## src/hdl/ptb_pkg.sv

```systemverilog
`default_nettype none
package ptb_pkg;

	localparam int DEF_POOL_PAGES    = 64;
	localparam int ENTRIES_PER_TABLE = 512;
	localparam int IDX_BITS          = $clog2(ENTRIES_PER_TABLE);
	localparam int PAGE_SHIFT        = 12;
	localparam int ADDR_W            = 48;
	localparam int FLAGS_W           = 64;

	// virtual address bit positions of the level 0..3 table indexes
	localparam int L0_SHIFT = 39;
	localparam int L1_SHIFT = 30;
	localparam int L2_SHIFT = 21;
	localparam int L3_SHIFT = 12;

	localparam logic [1:0] CFG_POOL_BASE  = 2'd0;
	localparam logic [1:0] CFG_PAGE_COUNT = 2'd1;
	localparam logic [1:0] CFG_TABLE_TAG  = 2'd2;

	localparam logic [47:0] POOL_BASE_RST  = 48'd0;
	localparam logic [6:0]  PAGE_COUNT_RST = 7'd64;
	localparam logic [11:0] TABLE_TAG_RST  = 12'd3;

	typedef enum logic [1:0] {
		OP_MAP    = 2'd0,
		OP_ENSURE = 2'd1,
		OP_FIND   = 2'd2,
		OP_NOP    = 2'd3
	} op_t;

	typedef enum logic [1:0] {
		ST_OK        = 2'd0,
		ST_EXHAUSTED = 2'd1,
		ST_NOT_FOUND = 2'd2
	} sts_t;

	typedef enum logic [2:0] {
		S_CLEAR,
		S_IDLE,
		S_CHECK,
		S_RD,
		S_EVAL,
		S_LEAF,
		S_DONE
	} state_t;

	typedef struct packed {
		logic clr;
		logic load;
		logic rd;
		logic follow;
		logic alloc;
		logic take_addr;
		logic leaf;
		logic set_sts;
		sts_t sts_code;
		logic res_load;
	} cmd_t;

	typedef struct packed {
		op_t  op;
		logic clr_last;
		logic link_zero;
		logic pool_empty;
		logic last_lvl;
		logic in_range;
		logic out_free;
	} dp_sts_t;

endpackage
`default_nettype wire

```

## src/hdl/ptb_ctrl.sv

```systemverilog
`default_nettype none
module ptb_ctrl (
	input  wire             clk,
	input  wire             arst_n,
	input  wire             in_valid,
	output logic            in_ready,
	input  wire ptb_pkg::dp_sts_t sts,
	output ptb_pkg::cmd_t   cmd
);

	ptb_pkg::state_t state_q, state_nx;

	always_ff @(posedge clk or negedge arst_n) begin
		if (!arst_n) begin
			state_q <= ptb_pkg::S_CLEAR;
		end else begin
			state_q <= state_nx;
		end
	end

	always_comb begin
		state_nx = state_q;
		unique case (state_q)
			ptb_pkg::S_CLEAR: begin
				if (sts.clr_last) state_nx = ptb_pkg::S_IDLE;
			end
			ptb_pkg::S_IDLE: begin
				if (in_valid) state_nx = ptb_pkg::S_CHECK;
			end
			ptb_pkg::S_CHECK: begin
				unique case (sts.op)
					ptb_pkg::OP_MAP:    state_nx = sts.in_range ? ptb_pkg::S_RD : ptb_pkg::S_DONE;
					ptb_pkg::OP_ENSURE,
					ptb_pkg::OP_FIND:   state_nx = ptb_pkg::S_RD;
					default:            state_nx = ptb_pkg::S_DONE;
				endcase
			end
			ptb_pkg::S_RD: begin
				state_nx = ptb_pkg::S_EVAL;
			end
			ptb_pkg::S_EVAL: begin
				priority if (sts.link_zero && sts.op == ptb_pkg::OP_FIND) begin
					state_nx = ptb_pkg::S_DONE;
				end else if (sts.link_zero && sts.pool_empty) begin
					state_nx = ptb_pkg::S_DONE;
				end else if (!sts.last_lvl) begin
					state_nx = ptb_pkg::S_RD;
				end else begin
					state_nx = (sts.op == ptb_pkg::OP_MAP) ? ptb_pkg::S_LEAF : ptb_pkg::S_DONE;
				end
			end
			ptb_pkg::S_LEAF: begin
				state_nx = ptb_pkg::S_CHECK;
			end
			ptb_pkg::S_DONE: begin
				if (sts.out_free) state_nx = ptb_pkg::S_IDLE;
			end
			default: state_nx = ptb_pkg::S_IDLE;
		endcase
	end

	always_comb begin
		cmd          = '0;
		cmd.sts_code = ptb_pkg::ST_OK;
		in_ready     = 1'b0;
		unique case (state_q)
			ptb_pkg::S_CLEAR: cmd.clr = 1'b1;
			ptb_pkg::S_IDLE: begin
				in_ready = 1'b1;
				cmd.load = in_valid;
			end
			ptb_pkg::S_RD:    cmd.rd = 1'b1;
			ptb_pkg::S_EVAL: begin
				priority if (sts.link_zero && sts.op == ptb_pkg::OP_FIND) begin
					cmd.set_sts  = 1'b1;
					cmd.sts_code = ptb_pkg::ST_NOT_FOUND;
				end else if (sts.link_zero && sts.pool_empty) begin
					cmd.set_sts  = 1'b1;
					cmd.sts_code = ptb_pkg::ST_EXHAUSTED;
				end else begin
					cmd.follow    = !sts.link_zero;
					cmd.alloc     = sts.link_zero;
					cmd.take_addr = sts.last_lvl && sts.op != ptb_pkg::OP_MAP;
				end
			end
			ptb_pkg::S_LEAF:  cmd.leaf = 1'b1;
			ptb_pkg::S_DONE:  cmd.res_load = sts.out_free;
			default: ;
		endcase
	end

endmodule
`default_nettype wire

```

## config.mk

```make
export PLATFORM = sky130hd
export DESIGN_NAME = ptb_ctrl
export DESIGN_NICKNAME = d
export VERILOG_FILES = /design/src/hdl/ptb_pkg.sv /design/src/hdl/ptb_ctrl.sv
export SDC_FILE = /design/constraint.sdc
export NUM_CORES = 1
export LEC_CHECK = 0
export BUFFER_PORTS_ARGS = -buffer_cell sky130_fd_sc_hd__buf_2
export CORE_MARGIN = 4
export CORE_UTILIZATION = 25
export CTS_BUF_LIST = sky130_fd_sc_hd__clkbuf_16
export DETAILED_ROUTE_END_ITERATION = 10
export PLACE_DENSITY = 0.61
export SYNTH_ARGS = -nofsm -noshare
export SYNTH_HDL_FRONTEND = slang
export SYNTH_SLANG_ARGS = --single-unit
```

## constraint.sdc

```tcl
create_clock -name clk -period 1.5 [get_ports clk]
set_clock_uncertainty 0.05 [all_clocks]
set_input_delay 0.225 -clock clk [delete_from_list [all_inputs] [get_ports clk]]
set_output_delay 0.225 -clock clk [all_outputs]
set_load 0.01 [all_outputs]
```

==> results of run 1 <==
==> stage by stage <==
| step | util | setup slack [ps] | cells | power, mW |
|---|---|---|---|---|
| finish | 0.508 | -3.05 | 107 | 1.40 |
| CTS | 0.471 | -32.5 | 105 | 1.30 |
| floorplan | - | 21.0 | 55 | 0.519 |
| global route | 0.508 | -71.2 | 107 | 1.51 |
| global placement | 0.385 | 69.0 | 98 | 0.774 |
| detailed placement | 0.385 | 18.7 | 98 | 0.778 |
==> cell families after synthesis <==
group	count (synthesis)	synth area share
simple gates	30	0.413
compound gates	9	0.167
buf+inv	8	0.0788
fa+ha+maj	4	0.126
flops	3	0.189
mux	1	0.0252
==> repair_timing <==
action | 4_1_cts | 5_1_grt
endpoints found under the hold margin | 3 | 0
pin swaps | 4 | 7
setup endpoints to repair | 8 | 9
buffers inserted | 2 | 2
gates resized for setup | 8 | 11
hold buffers | 1 | 0
==> metal layers <==
layer / routed length (um) / up-vias / GRT usage / share of wire
li1: - / 269 / - / -
met1: 533 / 246 / 0.147 / 0.43
met2: 582 / 23 / 0.190 / 0.47
met3: 116 / 0 / 0.0338 / 0.094
met4: 0 / 0 / 0.0161 / 0
met5: 0 / - / 0 / 0
==> worst max-delay path: stages, from the launching register on <==
cell     delay, ps
dfrtp_2        450
buf_6          150
nor3_4         150
and2_1         130
buf_2          120
==> power by group through the flow <==
stage | clock network, mW | logic, mW | registers [mW]
2_1_floorplan | 0 | 0.381 | 0.138
3_3_place_gp | 0 | 0.592 | 0.181
3_5_place_dp | 0 | 0.596 | 0.182
4_1_cts | 0.417 | 0.685 | 0.193
5_1_grt | 0.435 | 0.876 | 0.198
6_report | 0.411 | 0.801 | 0.192
==> cell usage after synthesis, drive strengths merged, types with 2 or more instances <==
cell type,count
nor3,3
nor2,7
nand3,2
dfrtp,3
o211ai,2
clkbuf,2
nand2,4
and2,2
nor3b,3
o21ai,2
inv,5
nand2b,2
ha,4
==> final timing paths <==
| check | cells past startpoint | end | slack, ps | from |
|---|---|---|---|---|
| min in group asynchronous | 2 | state_q[1]$_DFFE_PN0P_ | 290 | arst_n |
| max in group asynchronous | 2 | state_q[0]$_DFFE_PN0P_ | 990 | arst_n |
| setup / recovery | 4 | cmd[9] | -3 | state_q[1]$_DFFE_PN0P_ |
| hold / removal | 2 | state_q[1]$_DFFE_PN0P_ | 260 | sts[0] |
| hold reg to reg | 3 | state_q[2]$_DFFE_PN0P_ | 670 | state_q[0]$_DFFE_PN0P_ |
| setup reg to reg | 3 | state_q[0]$_DFFE_PN0P_ | 70 | state_q[0]$_DFFE_PN0P_ |
==> layout make-up <==
| class | instances | area (sq um) |
|---|---|---|
| clock buffer | 3 | 75.1 |
| clock inverter | 1 | 3.75 |
| fill | 159 | 741 |
| inverter | 5 | 18.8 |
| multi-input combinational | 44 | 342 |
| sequential | 3 | 77.6 |
| tap | 16 | 20.0 |
| timing repair buffer | 35 | 229 |
==> flow_results.xml, run 1 <==
<?xml version="1.0" encoding="UTF-8"?>
<metrics>
  <group name="sta">
    <metric name="maxSlewHeadroom" unit="">0.861</metric>
    <metric name="rsz0062_at_grt" unit="">true</metric>
    <metric name="timing.fmax" unit="MHz">665</metric>
    <metric name="layout_setup_ws" unit="ps">-3.05</metric>
    <metric name="final_max_slew_viol_count" unit="">0</metric>
    <metric name="setup_tns" unit="ps">-3.05</metric>
    <metric name="worst_hold_slack" unit="ps">261</metric>
    <metric name="setup-violations-final" unit="">1</metric>
    <metric name="worst-slew-pin-transition" unit="ps">207</metric>
    <metric name="finalCritPeriodShare" unit="">1.00</metric>
    <metric name="final-hold-violation-count" unit="">0</metric>
    <metric name="min_period" unit="ps">1500</metric>
  </group>
  <group name="routing">
    <metric name="drc_errors" unit="">0</metric>
    <metric name="route.antenna.remaining_nets" unit="">0</metric>
    <metric name="dr.pass1.iters" unit="">4</metric>
    <metric name="finalWirelength" unit="mm">1.23</metric>
    <metric name="vias" unit="">538</metric>
    <metric name="detail_route.wl_per_cell" unit="um">11.5</metric>
    <metric name="initialDrtViolationCount" unit="">13</metric>
    <metric name="routed_via_density" unit="">5.03</metric>
  </group>
  <group name="layout">
    <metric name="layout_top_registers" unit="">state_q: 3 flops</metric>
    <metric name="syn_to_final_growth" unit="%">93.1</metric>
    <metric name="largest_register_ff_count" unit="">3</metric>
    <metric name="mostFrequentLayoutCell" unit="">buf_2</metric>
    <metric name="commonest_non_fill_non_tap_cells_in_the_layout" unit="">buf_2 (22), buf_4 (7), inv_1 (5), buf_6 (5)</metric>
    <metric name="finalInstanceArea" unit="sq um">766</metric>
    <metric name="drive_gt1_frac" unit="">0.549</metric>
    <metric name="num-nets-final" unit="">107</metric>
    <metric name="max_flop_register" unit="">state_q</metric>
    <metric name="antennaDiodeCount" unit="">0</metric>
  </group>
  <group name="die">
    <metric name="placementRows" unit="">14</metric>
    <metric name="die_h" unit="um">47.8</metric>
    <metric name="die_w" unit="um">47.8</metric>
    <metric name="io-pin-count" unit="">23</metric>
    <metric name="start_util" unit="">0.263</metric>
    <metric name="core-area" unit="sq mm">0.00151</metric>
    <metric name="die_area" unit="sq mm">0.00229</metric>
  </group>
  <group name="critical_path">
    <metric name="critical_path.endpoint_type" unit="">primary output</metric>
    <metric name="cp_max_fo" unit="">5</metric>
    <metric name="critical_path_class" unit="">register to primary output</metric>
    <metric name="startpoint_class_of_the_critical_path" unit="">register</metric>
    <metric name="worst-endpoint-arrival" unit="ps">1230</metric>
    <metric name="required_time_of_the_critical_path" unit="ps">1220</metric>
  </group>
  <group name="synth">
    <metric name="synth_enable_flop_cells" unit="">0</metric>
    <metric name="netlist_instances" unit="">55</metric>
    <metric name="synth_ff_type" unit="">dfrtp_1</metric>
    <metric name="post_synth_cell_types" unit="">29</metric>
    <metric name="ys_seq_area_frac" unit="">0.189</metric>
    <metric name="syn-num-nets" unit="">70</metric>
    <metric name="ys_async_sr_fraction" unit="">1.00</metric>
    <metric name="syn_area" unit="sq um">397</metric>
    <metric name="post_synth_main_area_contributors" unit="">dfrtp_1 (19%), ha_1 (13%), nor2_1 (6.6%)</metric>
    <metric name="avgSynthCellArea" unit="sq um">7.21</metric>
    <metric name="synthesis.yosys.warnings" unit="">0</metric>
    <metric name="area_share_of_the_leading_cell_type_in_the_synthesized_netlist" unit="">0.189</metric>
    <metric name="yosys.area.top_type" unit="">dfrtp_1</metric>
    <metric name="synth.ff_latch_count" unit="">3</metric>
  </group>
  <group name="cts">
    <metric name="insertion_delay_of_the_later_clocked_pin_in_the_worst_skew_pair" unit="ps">220</metric>
    <metric name="clockBufferDepth" unit="">2</metric>
    <metric name="clk_transition_reported_paths" unit="ps">30</metric>
    <metric name="cts_buffers" unit="">3</metric>
    <metric name="clock_tree.root_cell" unit="">clkbuf_16</metric>
    <metric name="h-tree-depth" unit="">1</metric>
    <metric name="tritoncts" unit="">done</metric>
    <metric name="tritoncts_num_sinks" unit="">3</metric>
  </group>
  <group name="global_route">
    <metric name="grt-ovfl-total" unit="">0</metric>
    <metric name="grt_util_all_layers" unit="">0.114</metric>
    <metric name="grt_antenna_before_repair" unit="">0</metric>
    <metric name="first_global_vias" unit="">475</metric>
    <metric name="first_pass_grt_wire_length" unit="mm">1.89</metric>
    <metric name="pin_count_of_the_biggest_net_entering_global_routing" unit="">8</metric>
  </group>
  <group name="job">
    <metric name="max_cap_viol_count" unit="">0</metric>
  </group>
  <group name="power_and_ir_drop">
    <metric name="power.combinational.fraction" unit="">0.570</metric>
    <metric name="total_switching_power" unit="uW">503</metric>
    <metric name="power.share.sequential" unit="">0.137</metric>
    <metric name="power.density" unit="mW/mm^2">1830</metric>
    <metric name="ir_worst_vdd" unit="V">0.000731</metric>
    <metric name="intPower" unit="uW">901</metric>
    <metric name="power_leakage" unit="nW">0.397</metric>
    <metric name="power_frac_clock" unit="">0.293</metric>
    <metric name="power_switching_share" unit="">0.358</metric>
  </group>
  <group name="placement">
    <metric name="routabilityCongestion" unit="">0.833</metric>
    <metric name="dp_hpwl" unit="um">938</metric>
    <metric name="port_buffers" unit="">22</metric>
    <metric name="placed_cell_area" unit="sq um">579</metric>
  </group>
  <group name="status">
    <metric name="status" unit="">complete, but fails checks</metric>
    <metric name="failing_checks" unit="">setup timing</metric>
  </group>
  <group name="min_path">
    <metric name="tightest_hold_check_type" unit="">input pin to register</metric>
  </group>
</metrics>
Note: power is estimated with default switching activity, not from simulation.
==> inputs of run 2 (changes only) <==
--- a/config.mk
+++ b/config.mk
@@ -6,11 +6,12 @@
 export NUM_CORES = 1
 export LEC_CHECK = 0
 export BUFFER_PORTS_ARGS = -buffer_cell sky130_fd_sc_hd__buf_2
-export CORE_MARGIN = 4
-export CORE_UTILIZATION = 25
+export CORE_AREA = 4 4 41 43
 export CTS_BUF_LIST = sky130_fd_sc_hd__clkbuf_16
 export DETAILED_ROUTE_END_ITERATION = 10
-export PLACE_DENSITY = 0.61
+export DIE_AREA = 0 0 45 47
+export PLACE_DENSITY = 0.68
+export REMOVE_ABC_BUFFERS = 1
 export SYNTH_ARGS = -nofsm -noshare
 export SYNTH_HDL_FRONTEND = slang
 export SYNTH_SLANG_ARGS = --single-unit
==> flow_results.xml, run 2 (same netlist as run 1, synthesis figures left out) <==
<?xml version="1.0" encoding="UTF-8"?>
<metrics>
  <group name="status">
    <metric name="status" unit="">complete, but fails checks</metric>
    <metric name="failing_checks" unit="">setup timing</metric>
  </group>
  <group name="power_and_ir_drop">
    <metric name="power.combinational.fraction" unit="">0.572</metric>
    <metric name="total_switching_power" unit="uW">505</metric>
    <metric name="power_switching_share" unit="">0.363</metric>
    <metric name="power_frac_clock" unit="">0.295</metric>
    <metric name="intPower" unit="uW">885</metric>
    <metric name="ir_worst_vdd" unit="V">0.000635</metric>
    <metric name="power.total" unit="mW">1.39</metric>
    <metric name="power.share.sequential" unit="">0.132</metric>
    <metric name="power_leakage" unit="nW">0.400</metric>
    <metric name="power.density" unit="mW/mm^2">1840</metric>
  </group>
  <group name="critical_path">
    <metric name="crit_path_cell_trace" unit="">nor2_4 -&gt; buf_6 -&gt; nand4b_1 -&gt; inv_1 -&gt; buf_2</metric>
    <metric name="worst-endpoint-arrival" unit="ps">1240</metric>
    <metric name="crit-reg2reg-launch" unit="">state_q[0]$_DFFE_PN0P_</metric>
    <metric name="cp_max_fo" unit="">5</metric>
    <metric name="critical_path_buf_inv_count" unit="">3</metric>
    <metric name="rr_worst_depth" unit="">3</metric>
    <metric name="library_cell_contributing_the_largest_single_delay_on_the_critical_path" unit="">dfrtp_2</metric>
    <metric name="r2r-end" unit="">state_q[0]$_DFFE_PN0P_</metric>
    <metric name="critical_path.top_delay_family" unit="">flip-flops</metric>
    <metric name="critical_path.endpoint_type" unit="">primary output</metric>
    <metric name="critical_path_class" unit="">register to primary output</metric>
    <metric name="required_time_of_the_critical_path" unit="ps">1220</metric>
    <metric name="reg2reg_setup_slack" unit="ps">50</metric>
    <metric name="critPathMaxStageDelay" unit="ps">440</metric>
    <metric name="startpoint_class_of_the_critical_path" unit="">register</metric>
  </group>
  <group name="routing">
    <metric name="drc_errors" unit="">0</metric>
    <metric name="vias" unit="">533</metric>
    <metric name="initialDrtViolationCount" unit="">3</metric>
    <metric name="routed_via_density" unit="">4.98</metric>
    <metric name="detail_route.wl_per_cell" unit="um">12.3</metric>
    <metric name="finalWirelength" unit="mm">1.32</metric>
    <metric name="route.antenna.remaining_nets" unit="">0</metric>
    <metric name="dr.pass1.iters" unit="">4</metric>
  </group>
  <group name="min_path">
    <metric name="hold_start" unit="">sts[2]</metric>
    <metric name="min_path_cells" unit="">3</metric>
    <metric name="hold-path-endpoint" unit="">state_q[2]$_DFFE_PN0P_</metric>
    <metric name="tightest_hold_check_type" unit="">input pin to register</metric>
  </group>
  <group name="sta">
    <metric name="timing.fmax" unit="MHz">661</metric>
    <metric name="setup-violations-final" unit="">3</metric>
    <metric name="min_period" unit="ps">1510</metric>
    <metric name="final_max_slew_viol_count" unit="">0</metric>
    <metric name="rsz0062_at_grt" unit="">true</metric>
    <metric name="final-hold-violation-count" unit="">0</metric>
    <metric name="maxSlewHeadroom" unit="">0.881</metric>
    <metric name="finalCritPeriodShare" unit="">1.01</metric>
    <metric name="layout_setup_ws" unit="ps">-13.3</metric>
    <metric name="worst-slew-pin-transition" unit="ps">178</metric>
    <metric name="worst_hold_slack" unit="ps">264</metric>
  </group>
  <group name="placement">
    <metric name="routabilityCongestion" unit="">0.728</metric>
    <metric name="placement.setup.worst_slack" unit="ps">51.8</metric>
    <metric name="port_buffers" unit="">22</metric>
    <metric name="dp_hpwl" unit="um">909</metric>
  </group>
  <group name="die">
    <metric name="start_util" unit="">0.305</metric>
    <metric name="io-pin-count" unit="">23</metric>
    <metric name="core-area" unit="sq mm">0.00130</metric>
    <metric name="placementRows" unit="">13</metric>
    <metric name="die_w" unit="um">45</metric>
    <metric name="die_h" unit="um">47</metric>
    <metric name="die_area" unit="sq mm">0.00212</metric>
  </group>
  <group name="job">
    <metric name="max_cap_viol_count" unit="">0</metric>
  </group>
  <group name="layout">
    <metric name="max_flop_register" unit="">state_q</metric>
    <metric name="layout_top_registers" unit="">state_q: 3 flops</metric>
    <metric name="largest_register_ff_count" unit="">3</metric>
    <metric name="num-nets-final" unit="">108</metric>
    <metric name="syn_to_final_growth" unit="%">90.5</metric>
    <metric name="antennaDiodeCount" unit="">0</metric>
    <metric name="commonest_non_fill_non_tap_cells_in_the_layout" unit="">buf_2 (22), buf_4 (11), nor2_1 (6)</metric>
    <metric name="drive_gt1_frac" unit="">0.522</metric>
    <metric name="final.fill_count" unit="">133</metric>
    <metric name="mostFrequentLayoutCell" unit="">buf_2</metric>
  </group>
  <group name="cts">
    <metric name="insertion_delay_of_the_later_clocked_pin_in_the_worst_skew_pair" unit="ps">220</metric>
    <metric name="h-tree-depth" unit="">1</metric>
    <metric name="clk_transition_reported_paths" unit="ps">30</metric>
    <metric name="tritoncts" unit="">done</metric>
    <metric name="tritoncts_num_sinks" unit="">3</metric>
    <metric name="clock_tree.root_cell" unit="">clkbuf_16</metric>
    <metric name="cts_buffers" unit="">3</metric>
    <metric name="clockBufferDepth" unit="">2</metric>
  </group>
  <group name="global_route">
    <metric name="grt_util_all_layers" unit="">0.142</metric>
    <metric name="pin_count_of_the_biggest_net_entering_global_routing" unit="">8</metric>
    <metric name="first_pass_grt_wire_length" unit="mm">2.23</metric>
    <metric name="first_global_vias" unit="">530</metric>
    <metric name="grt_antenna_before_repair" unit="">0</metric>
    <metric name="grt-ovfl-total" unit="">0</metric>
  </group>
</metrics>
==> run 2: changes by cell type in the layout (fill, tap and decap cells not counted) <==
cell / delta
nand3_1: +1
nand3_2: -1
nor2_2: -2
buf_4: +4
buf_6: -3
nor2b_4: +1
nor2_1: +2
nor2b_2: -1
==> run 2: worst max-delay path by stage <==
stage / startpoint / slack [ps] / cells after the start / endpoint
2_1_floorplan: state_q[1]$_DFFE_PN0P_ / 60 / 3 / cmd[1]
3_3_place_gp: sts[6] / 60 / 7 / cmd[5]
3_5_place_dp: sts[6] / 50 / 6 / state_q[0]$_DFFE_PN0P_
4_1_cts: state_q[1]$_DFFE_PN0P_ / -3 / 4 / cmd[9]
5_1_grt: state_q[0]$_DFFE_PN0P_ / -90 / 5 / cmd[3]
6_report: state_q[0]$_DFFE_PN0P_ / -10 / 5 / cmd[3]
==> run 2: metrics by stage <==
step / std cells / setup TNS [ps] / instance area (sq um) / utilization
4_1_cts: 104 / -2.74 / 718 / 0.552
2_1_floorplan: 52 / 0 / 384 / -
3_5_place_dp: 95 / 0 / 558 / 0.429
6_report: 107 / -24.0 / 756 / 0.581
3_3_place_gp: 95 / 0 / 558 / 0.429
5_1_grt: 107 / -431 / 756 / 0.581
==> run 2: power by group through the flow <==
stage | sequential [mW] | clock (mW) | combinational [mW]
after CTS | 0.189 | 0.412 | 0.695
after global placement | 0.193 | 0 | 0.542
after detailed placement | 0.192 | 0 | 0.549
after global routing | 0.189 | 0.421 | 0.880
after floorplan | 0.197 | 0 | 0.296
final | 0.184 | 0.410 | 0.795
==> run 2: metal layers <==
layer | vias up | part of all wire | GRT usage
met2 | 15 | 0.52 | 0.249
met3 | 2 | 0.045 | 0.0268
met4 | 0 | 0.0061 | 0.0585
met5 | - | 0 | 0
met1 | 245 | 0.43 | 0.170
li1 | 271 | - | -
==> run 2: timing repair <==
action	CTS	global route
endpoints found under the hold margin	3	0
pin swaps	2	3
resized for setup	11	4
buffers inserted	4	3
setup endpoints to repair	9	11
hold buffers	1	0
==> run 2: final cells by class <==
cell class / instances / area, sq um / area share
clock inverter: 1 / 3.75 / 0.00497
inverter: 5 / 18.8 / 0.0248
sequential: 3 / 77.6 / 0.103
timing repair buffer: 36 / 225 / 0.298
tap: 15 / 18.8 / 0.0248
clock buffer: 3 / 75.1 / 0.0993
multi-input combinational: 44 / 337 / 0.445
==> run 2: worst min-delay path, stage by stage <==
cell and delay [ps]:
buf_2 100, o211ai_1 80, o211ai_1 90
